### src/rtl/core/dnbr_pkg.sv
`timescale 1ns / 1ps

package dnbr_pkg;

  localparam int CNT_W     = 24;
  localparam int NIB_W     = 4;
  localparam int BYTE_W    = 2 * NIB_W;
  localparam int IN_DATA_W = 8;   // nibble + strobe, padded to a byte
  localparam int CFG_IDX_W = 2;

  typedef logic [CNT_W-1:0] cnt_t;
  typedef logic [NIB_W-1:0] nib_t;

  localparam cnt_t CNT_MAX      = {CNT_W{1'b1}};
  localparam cnt_t STABLE_RESET = cnt_t'(20 * 1000);
  localparam cnt_t WAIT_RESET   = cnt_t'(1000000);

  // Register indexes on the configuration channel
  localparam logic [CFG_IDX_W-1:0] CFG_STABLE_TICKS = CFG_IDX_W'(0);
  localparam logic [CFG_IDX_W-1:0] CFG_WAIT_TICKS   = CFG_IDX_W'(1);

  typedef enum logic [1:0] {
    PH_WAIT = 2'd0,
    PH_LOW  = 2'd1,
    PH_HIGH = 2'd2
  } phase_t;

  typedef enum logic [1:0] {
    ST_OK         = 2'd0,
    ST_TIMEOUT    = 2'd1,
    ST_INCOMPLETE = 2'd2
  } status_t;

  typedef struct packed {
    phase_t phase;
    cnt_t   wait_count;
    cnt_t   run_count;
    nib_t   held_nibble;
    logic   held_valid;
    nib_t   low_part;
    nib_t   last_part;
    logic   last_valid;
  } state_t;

  typedef struct packed {
    logic strobe;
    nib_t nibble;
  } sample_t;

  typedef struct packed {
    logic              valid;
    logic [BYTE_W-1:0] byte_value;
    status_t           status;
  } result_t;

  typedef struct packed {
    cnt_t stable_ticks;
    cnt_t wait_ticks;
  } cfg_t;

endpackage

### src/rtl/core/dnbr_in_reg.sv
`timescale 1ns / 1ps

module dnbr_in_reg (
  input  logic                          clk,
  input  logic                          rst_n,
  input  logic                          in_tvalid,
  output logic                          in_tready,
  input  logic [dnbr_pkg::IN_DATA_W-1:0] in_tdata,
  input  logic                          advance,
  output logic                          smp_valid,
  output dnbr_pkg::sample_t             smp
);
  import dnbr_pkg::*;

  logic    valid_r;
  sample_t smp_r;

  // Take a new word whenever the held one is empty or moves on this cycle
  assign in_tready = !valid_r || advance;

  always_ff @(posedge clk) begin
    if (!rst_n) begin
      valid_r <= 1'b0;
    end else if (in_tready) begin
      valid_r <= in_tvalid;
    end
  end

  always_ff @(posedge clk) begin
    if (in_tready && in_tvalid) begin
      smp_r.nibble <= in_tdata[NIB_W-1:0];
      smp_r.strobe <= in_tdata[NIB_W];
    end
  end

  assign smp_valid = valid_r;
  assign smp       = smp_r;

endmodule

### src/rtl/core/dnbr_step.sv
`timescale 1ns / 1ps

module dnbr_step (
  input  dnbr_pkg::state_t  cur,
  input  dnbr_pkg::sample_t smp,
  input  dnbr_pkg::cfg_t    cfg,
  output dnbr_pkg::state_t  nxt,
  output dnbr_pkg::result_t res
);
  import dnbr_pkg::*;

  logic hv;
  nib_t hn;
  cnt_t rc;
  cnt_t rc_trk;
  cnt_t wc_inc;
  logic stable;

  // Tracker as seen by this sample: cleared when the word starts here
  always_comb begin
    hv = cur.held_valid;
    hn = cur.held_nibble;
    rc = cur.run_count;
    if (cur.phase != PH_LOW && cur.phase != PH_HIGH) begin
      hv = 1'b0;
      hn = '0;
      rc = '0;
    end
    if (!hv || smp.nibble != hn) begin
      rc_trk = cnt_t'(1);
    end else if (rc != CNT_MAX) begin
      rc_trk = rc + cnt_t'(1);
    end else begin
      rc_trk = rc;
    end
    stable = (rc_trk >= cfg.stable_ticks);
    wc_inc = (cur.wait_count != CNT_MAX) ? cur.wait_count + cnt_t'(1) : cur.wait_count;
  end

  always_comb begin
    nxt = cur;
    res = '{valid: 1'b0, byte_value: '0, status: ST_OK};
    unique case (cur.phase)
      PH_LOW: begin
        if (!smp.strobe) begin
          nxt.phase       = PH_WAIT;
          nxt.wait_count  = '0;
          nxt.held_valid  = 1'b0;
          nxt.held_nibble = '0;
          nxt.run_count   = '0;
          nxt.last_valid  = 1'b0;
          res.valid       = 1'b1;
          res.status      = ST_INCOMPLETE;
        end else if (stable) begin
          nxt.low_part    = smp.nibble;
          nxt.phase       = PH_HIGH;
          nxt.held_valid  = 1'b0;
          nxt.held_nibble = '0;
          nxt.run_count   = '0;
          nxt.last_valid  = 1'b0;
        end else begin
          nxt.held_valid  = 1'b1;
          nxt.held_nibble = smp.nibble;
          nxt.run_count   = rc_trk;
        end
      end
      PH_HIGH: begin
        if (!smp.strobe) begin
          nxt.phase       = PH_WAIT;
          nxt.wait_count  = '0;
          nxt.held_valid  = 1'b0;
          nxt.held_nibble = '0;
          nxt.run_count   = '0;
          nxt.last_valid  = 1'b0;
          res.valid       = 1'b1;
          if (cur.last_valid) begin
            res.byte_value = {cur.last_part, cur.low_part};
            res.status     = ST_OK;
          end else begin
            res.status     = ST_INCOMPLETE;
          end
        end else if (stable) begin
          nxt.last_part   = smp.nibble;
          nxt.last_valid  = 1'b1;
          nxt.held_valid  = 1'b0;
          nxt.held_nibble = '0;
          nxt.run_count   = '0;
        end else begin
          nxt.held_valid  = 1'b1;
          nxt.held_nibble = smp.nibble;
          nxt.run_count   = rc_trk;
        end
      end
      default: begin
        // Waiting for the strobe; the unused code behaves the same
        if (!smp.strobe) begin
          if (wc_inc >= cfg.wait_ticks) begin
            nxt.wait_count = '0;
            res.valid      = 1'b1;
            res.status     = ST_TIMEOUT;
          end else begin
            nxt.wait_count = wc_inc;
          end
        end else begin
          nxt.wait_count = '0;
          nxt.last_valid = 1'b0;
          if (stable) begin
            nxt.low_part    = smp.nibble;
            nxt.phase       = PH_HIGH;
            nxt.held_valid  = 1'b0;
            nxt.held_nibble = '0;
            nxt.run_count   = '0;
          end else begin
            nxt.phase       = PH_LOW;
            nxt.held_valid  = 1'b1;
            nxt.held_nibble = smp.nibble;
            nxt.run_count   = rc_trk;
          end
        end
      end
    endcase
  end

endmodule

### src/rtl/core/dnbr_out_reg.sv
`timescale 1ns / 1ps

module dnbr_out_reg (
  input  logic                         clk,
  input  logic                         rst_n,
  input  logic                         load,
  input  dnbr_pkg::result_t            res,
  output logic                         advance,
  output logic                         out_tvalid,
  input  logic                         out_tready,
  output logic [dnbr_pkg::BYTE_W-1:0]  out_tdata,
  output logic [1:0]                   out_tuser
);
  import dnbr_pkg::*;

  logic              valid_r;
  logic [BYTE_W-1:0] byte_r;
  status_t           status_r;

  // The slot frees up when empty or when the current word is taken
  assign advance = !valid_r || out_tready;

  always_ff @(posedge clk) begin
    if (!rst_n) begin
      valid_r <= 1'b0;
    end else if (advance) begin
      valid_r <= load && res.valid;
    end
  end

  always_ff @(posedge clk) begin
    if (advance && load && res.valid) begin
      byte_r   <= res.byte_value;
      status_r <= res.status;
    end
  end

  assign out_tvalid = valid_r;
  assign out_tdata  = byte_r;
  assign out_tuser  = status_r;

endmodule

### src/rtl/core/debounced_nibble_bus_receiver.sv
`timescale 1ns / 1ps

// Debounced nibble-bus byte receiver.
// Input channel (in_*): one word per sampled tick of the bus, carrying the four
//   data lines and the transmit strobe. Output channel (out_*): one word per
//   received byte, per incomplete/unstable word, or per strobe wait timeout;
//   out_tuser gives the status and out_tdata the byte (zero unless status ok).
// Configuration (cfg_*): index 0 stable_ticks, index 1 wait_ticks, 24 bits
//   each; cfg_ready is always high. Write only while the block is idle.
// Path: an accepted word waits in the input register; its result (if any) then
//   lands in the result register and drives out_tvalid. Throughput: one word per
//   cycle while out_tready does not hold the result register, limited by the
//   single pass through the step logic between those two registers.
// Reset (rst_n low, synchronous): back to waiting for the strobe, all counters
//   and captured nibbles cleared, both pipeline registers empty, registers to
//   stable_ticks = 20000 and wait_ticks = 1000000.
// Stall: while out_tvalid is high and out_tready low, the result register
//   holds, the step logic does not advance, and in_tready drops once the
//   input register is also full. No word is lost or repeated.
module debounced_nibble_bus_receiver (
  input  logic                             clk,
  input  logic                             rst_n,
  // Input stream
  input  logic                             in_tvalid,
  output logic                             in_tready,
  input  logic [dnbr_pkg::IN_DATA_W-1:0]   in_tdata,   // [3:0] nibble_lines, [4] strobe_req
  // Result stream
  output logic                             out_tvalid,
  input  logic                             out_tready,
  output logic [dnbr_pkg::BYTE_W-1:0]      out_tdata,  // [7:0] byte_value
  output logic [1:0]                       out_tuser,  // [1:0] status
  // Configuration writes
  input  logic                             cfg_valid,
  output logic                             cfg_ready,
  input  logic [dnbr_pkg::CFG_IDX_W-1:0]   cfg_index,
  input  logic [dnbr_pkg::CNT_W-1:0]       cfg_data
);
  import dnbr_pkg::*;

  logic    smp_valid;
  sample_t smp;
  logic    advance;
  logic    fire;
  state_t  state_r;
  state_t  state_nxt;
  result_t res;
  cfg_t    cfg_r;
  cfg_t    cfg_nxt;

  // Configuration registers: always ready, unknown indexes drop
  assign cfg_ready = 1'b1;

  always_comb begin
    cfg_nxt = cfg_r;
    if (cfg_valid) begin
      unique case (cfg_index)
        CFG_STABLE_TICKS: cfg_nxt.stable_ticks = cfg_data;
        CFG_WAIT_TICKS:   cfg_nxt.wait_ticks   = cfg_data;
        default:          cfg_nxt              = cfg_r;
      endcase
    end
  end

  always_ff @(posedge clk) begin
    if (!rst_n) begin
      cfg_r.stable_ticks <= STABLE_RESET;
      cfg_r.wait_ticks   <= WAIT_RESET;
    end else begin
      cfg_r <= cfg_nxt;
    end
  end

  // Input register
  dnbr_in_reg u_in_reg (
    .clk       (clk),
    .rst_n     (rst_n),
    .in_tvalid (in_tvalid),
    .in_tready (in_tready),
    .in_tdata  (in_tdata),
    .advance   (advance),
    .smp_valid (smp_valid),
    .smp       (smp)
  );

  // One tick of the receive sequence
  dnbr_step u_step (
    .cur (state_r),
    .smp (smp),
    .cfg (cfg_r),
    .nxt (state_nxt),
    .res (res)
  );

  // Advance the state only when the held sample moves into the result slot
  assign fire = smp_valid && advance;

  always_ff @(posedge clk) begin
    if (!rst_n) begin
      state_r <= '{phase: PH_WAIT, wait_count: '0, run_count: '0,
                   held_nibble: '0, held_valid: 1'b0, low_part: '0,
                   last_part: '0, last_valid: 1'b0};
    end else if (fire) begin
      state_r <= state_nxt;
    end
  end

  // Result register
  dnbr_out_reg u_out_reg (
    .clk        (clk),
    .rst_n      (rst_n),
    .load       (fire),
    .res        (res),
    .advance    (advance),
    .out_tvalid (out_tvalid),
    .out_tready (out_tready),
    .out_tdata  (out_tdata),
    .out_tuser  (out_tuser)
  );

  // Waiting means no tracker and no captured high nibble
  a_wait_clean: assert property (@(posedge clk) disable iff (!rst_n)
    state_r.phase == PH_WAIT |-> !state_r.held_valid && !state_r.last_valid &&
                                 state_r.run_count == '0)
    else $error("tracker not clear while waiting");

  // No high nibble may be captured before the low nibble is done
  a_low_no_last: assert property (@(posedge clk) disable iff (!rst_n)
    state_r.phase == PH_LOW |-> !state_r.last_valid)
    else $error("high nibble captured during low phase");

  // A good byte only comes out of the high phase with a captured nibble
  a_ok_from_high: assert property (@(posedge clk) disable iff (!rst_n)
    fire && res.valid && res.status == ST_OK |->
      state_r.phase == PH_HIGH && state_r.last_valid)
    else $error("ok result outside a completed word");

  // Error and timeout results carry a zero byte
  a_err_zero: assert property (@(posedge clk) disable iff (!rst_n)
    out_tvalid && out_tuser != ST_OK |-> out_tdata == '0)
    else $error("nonzero byte on error result");

endmodule
### config.mk
export PLATFORM = sky130hd
export DESIGN_NAME = debounced_nibble_bus_receiver
export DESIGN_NICKNAME = d
export VERILOG_FILES = /design/src/rtl/core/dnbr_pkg.sv /design/src/rtl/core/dnbr_in_reg.sv /design/src/rtl/core/dnbr_step.sv /design/src/rtl/core/dnbr_out_reg.sv /design/src/rtl/core/debounced_nibble_bus_receiver.sv
export SDC_FILE = /design/constraint.sdc
export NUM_CORES = 1
export LEC_CHECK = 0
export ABC_AREA = 1
export BUFFER_PORTS_ARGS = -buffer_cell sky130_fd_sc_hd__buf_2
export CORE_MARGIN = 2
export CORE_UTILIZATION = 25
export CTS_CLUSTER_SIZE = 25
export DETAILED_ROUTE_END_ITERATION = 16
export MAX_ROUTING_LAYER = met4
export PLACE_DENSITY = 0.41
export SETUP_SLACK_MARGIN = 0.5
export SLEW_MARGIN = 20
export SYNTH_ARGS = -nofsm -noshare
export SYNTH_HDL_FRONTEND = slang
export SYNTH_SLANG_ARGS = --single-unit
export TNS_END_PERCENT = 1
### constraint.sdc
create_clock -name clk -period 4.24 [get_ports clk]
set_clock_uncertainty 0.05 [all_clocks]
set_input_delay 0.212 -clock clk [delete_from_list [all_inputs] [get_ports clk]]
set_output_delay 0.212 -clock clk [all_outputs]
set_load 0.01 [all_outputs]
==> flow_metrics.env <==
export IMPL_gp_routability_congestion=0.9201
export IMPL_drv_slew=0
export IMPL_powerDensity_nw_per_um2=294.2
export IMPL_drt_wl_total_mm=25.30
export IMPL_finalSetupTns_ns=0
export IMPL_synth_warnings=0
export IMPL_num_antenna_cells=0
export IMPL_static_leakage_power_nw=4.567
export IMPL_holdPathEnd="cfg_r[38]$_SDFFE_PN1P_"
export IMPL_arrival_ns=3.90
export IMPL_timing_critical_path_to_type="register"
export IMPL_design_die_area_um2=34340
export IMPL_grt_setup_unrepaired="yes"
export IMPL_cts_root_buffer_cell="sky130_fd_sc_hd__clkbuf_16"
export IMPL_minimum_period_implied_by_the_final_worst_setup_slack_ns=3.651
export IMPL_final_min_period_over_clock_period=0.8611
export IMPL_place_port_buffers=47
export IMPL_cap_violations=0
export IMPL_synth_flop_cell="sky130_fd_sc_hd__dfxtp_1"
export IMPL_fp_dieH_um=185.3
export IMPL_synth_edf_count=15
export IMPL_total_power_mw=3.051
export IMPL_cp_max_fo=7
export IMPL_critical_path_slowest_cell="sky130_fd_sc_hd__dfxtp_2"
export IMPL_final_hold_worst_slack_ns=0.01673
export IMPL_clk_transition_reported_paths_ns=0.07
export IMPL_final_layout_size_suffix_gt1_frac=0.1556
export IMPL_status="finished, final reports clean"
export IMPL_grt_pass1_vias=7626
export IMPL_clock_sinks=129
export IMPL_critical_path_reg2reg_endpoint="state_r[19]$_SDFFE_PN0P_"
export IMPL_dp_final_hpwl_mm=17.91
export IMPL_async_flop_share=0
export IMPL_critical_path_max_stage_delay_ns=0.35
export IMPL_placeableCoreArea_um2=32450
export IMPL_irDropWorstVdd_mv=0.2667
export IMPL_setup_viol=0
export IMPL_finalHoldViolCount=0
export IMPL_clockBufferDepth=2
export IMPL_die_width_um=185.3
export IMPL_cp_start_kind="register"
export IMPL_synthesis_area_per_instance_um2=6.351
export IMPL_h_tree_depth=4
export IMPL_synth_distinct_cells=40
export IMPL_crit_cells=25
export IMPL_stdcell_count=1837
export IMPL_routedWlPerCell_um=13.77
export IMPL_worst_hold_path_num_cells=3
export IMPL_r2r_setup_slack_ns=0.59
export IMPL_net_count_of_the_mapped_netlist=1385
export IMPL_grt_pass1_wl_mm=40.38
export IMPL_worstRegToRegCells=25
export IMPL_syn_instance_count=1294
export IMPL_final_area_um2=10370
export IMPL_worst_path_buf_inv=6
export IMPL_timing_critical_path_from="state_r[62]$_SDFFE_PN0P_"
export IMPL_start_util=0.2532
export IMPL_number_of_buffers_created_by_cts=17
export IMPL_grt_ovfl_total=0
export IMPL_antenna_violations_before_repair=0
export IMPL_min_delay_start="cfg_data[14]"
export IMPL_worst_pin_slew_ns=1.021
export IMPL_drt_first_iter_violations=326
export IMPL_drt_pre_antenna_iters=5
export IMPL_layout_area_overhead_pct=26.19
export IMPL_required_ns=4.48
export IMPL_detail_route_drc_violations=0
export IMPL_grt_total_usage=0.1569
export IMPL_synth_seq_area_share=0.3325
export IMPL_fin_nets=1473
export IMPL_num_vias=8003
export IMPL_timing_fmax_ghz=0.2739
export IMPL_row_count=66
export IMPL_post_drt_via_cell_ratio=4.357
export IMPL_number_of_top_level_design_ports=52
export IMPL_synth_seq_cells=129
export IMPL_cpLargestDelayFamily="simple AND/OR/NAND/NOR gates"
export IMPL_cell_area_placed_um2=9031
export IMPL_placed_cells=1770
export IMPL_worstHoldPathType="in2reg"
export IMPL_tritoncts_clock_tree="done"
export IMPL_maxSlewHeadroom=0.3177
export IMPL_clock_latency_ns=0.43
export IMPL_setup_cp_type="reg2reg"
export IMPL_post_synth_instance_area_um2=8218
export IMPL_reg2reg_from="state_r[62]$_SDFFE_PN0P_"
export IMPL_grt_start_max_net_pins=59
export IMPL_detail_route_antenna_nets=0
cell usage after synthesis (4+ instances only):
| master | count | area share |
|---|---|---|
| sky130_fd_sc_hd__inv_1 | 219 | 0.10 |
| sky130_fd_sc_hd__nand3_1 | 67 | 0.041 |
| sky130_fd_sc_hd__xor2_1 | 12 | 0.013 |
| sky130_fd_sc_hd__ha_1 | 52 | 0.079 |
| sky130_fd_sc_hd__a21oi_1 | 84 | 0.051 |
| sky130_fd_sc_hd__buf_6 | 5 | 0.0069 |
| sky130_fd_sc_hd__nand4_1 | 16 | 0.012 |
| sky130_fd_sc_hd__clkbuf_1 | 24 | 0.011 |
| sky130_fd_sc_hd__o211ai_1 | 13 | 0.012 |
| sky130_fd_sc_hd__nor2_4 | 6 | 0.0082 |
| sky130_fd_sc_hd__o21a_1 | 7 | 0.0064 |
| sky130_fd_sc_hd__nand3b_1 | 4 | 0.0037 |
| sky130_fd_sc_hd__o21ai_0 | 49 | 0.030 |
| sky130_fd_sc_hd__nand2_1 | 244 | 0.11 |
| sky130_fd_sc_hd__nor2_1 | 314 | 0.14 |
| sky130_fd_sc_hd__buf_2 | 7 | 0.0043 |
| sky130_fd_sc_hd__edfxtp_1 | 15 | 0.055 |
| sky130_fd_sc_hd__nor3_1 | 14 | 0.0085 |
| sky130_fd_sc_hd__dfxtp_1 | 114 | 0.28 |
worst max path at each step:
stage / endpoint / slack [ns]
floorplan: state_r[1]$_SDFFE_PN0P_ / 0.66
global placement: state_r[7]$_SDFFE_PN0P_ / 0.14
detailed placement: state_r[7]$_SDFFE_PN0P_ / 0.11
CTS: state_r[12]$_SDFFE_PN0P_ / 0.52
global route: state_r[19]$_SDFFE_PN0P_ / 0.37
finish: state_r[19]$_SDFFE_PN0P_ / 0.59
metal layers:
layer,vias to the layer above,GRT usage,share of wire
li1,4228,-,-
met1,3647,0.1916,0.46
met2,105,0.2690,0.50
met3,23,0.02399,0.024
met4,0,0.04190,0.014
met5,-,-,0
kinds of logic after synthesis:
logic type | after synthesis | share of synthesized area
adders and majority gates | 52 | 0.07917
AOI/OAI and AO/OA | 160 | 0.1063
other | 1 | 0.0004563
DFF | 129 | 0.3325
xor gates and xnor gates | 14 | 0.01492
buffers and inverters | 261 | 0.1264
and+or+nand+nor | 677 | 0.3403
final cells by class:
cell class,count,area (µm²)
inverter,222,845.8
multi-input combinational,905,4803
fill,3609,22080
clock inverter,14,166.4
timing repair inverter,1,6.256
timing repair buffer,106,832.0
tap,442,553.0
clock buffer,18,429.2
sequential,129,2734
power by group:
part | leakage (nW) | switching [mW] | internal [mW]
sequential | 1.05 | 0.0118 | 1.26
combinational | 3.23 | 0.152 | 0.0874
clock | 0.285 | 0.613 | 0.923
metrics by stage:
stage / setup WS (ns) / utilization
2_1_floorplan: 0.6627 / -
3_3_place_gp: 0.1433 / 0.2783
3_5_place_dp: 0.1056 / 0.2783
4_1_cts: 0.5212 / 0.3078
5_1_grt: 0.3670 / 0.3195
6_report: 0.5890 / 0.3195
what timing repair did:
action | CTS | global route
endpoints found under the hold margin | 12 | 0
setup buffers | 5 | 13
pin swaps | 5 | 31
gates resized for setup | 25 | 80
endpoints found under the setup margin | 39 | 70
hold buffers | 12 | 0
cloned | 5 | 0
tightest hold or removal path, stage by stage:
cell and delay, ns:
sky130_fd_sc_hd__buf_2 0.12, sky130_fd_sc_hd__nand2_1 0.06, sky130_fd_sc_hd__o211ai_1 0.06
registers in the layout (all words and copies together), names as in the netlist:
register	flops
state_r	64
u_in_reg.smp_valid	1
cfg_r	48
u_out_reg.out_tdata	8
u_in_reg.smp	5
u_out_reg.out_tuser	2
u_out_reg.out_tvalid	1
cells in the final DEF (no fill, tap or decap), types with 17 or more instances in the layout:
cell type	Yosys	final
sky130_fd_sc_hd__nor2_1	314	293
sky130_fd_sc_hd__nand2_1	244	228
sky130_fd_sc_hd__inv_1	219	210
sky130_fd_sc_hd__dfxtp_1	114	113
sky130_fd_sc_hd__a21oi_1	84	81
sky130_fd_sc_hd__nand3_1	67	54
sky130_fd_sc_hd__o21ai_0	49	47
sky130_fd_sc_hd__ha_1	52	47
sky130_fd_sc_hd__buf_2	7	47
sky130_fd_sc_hd__buf_4	2	34
sky130_fd_sc_hd__clkbuf_16	0	17
Note: power is estimated with default switching activity, not from simulation.
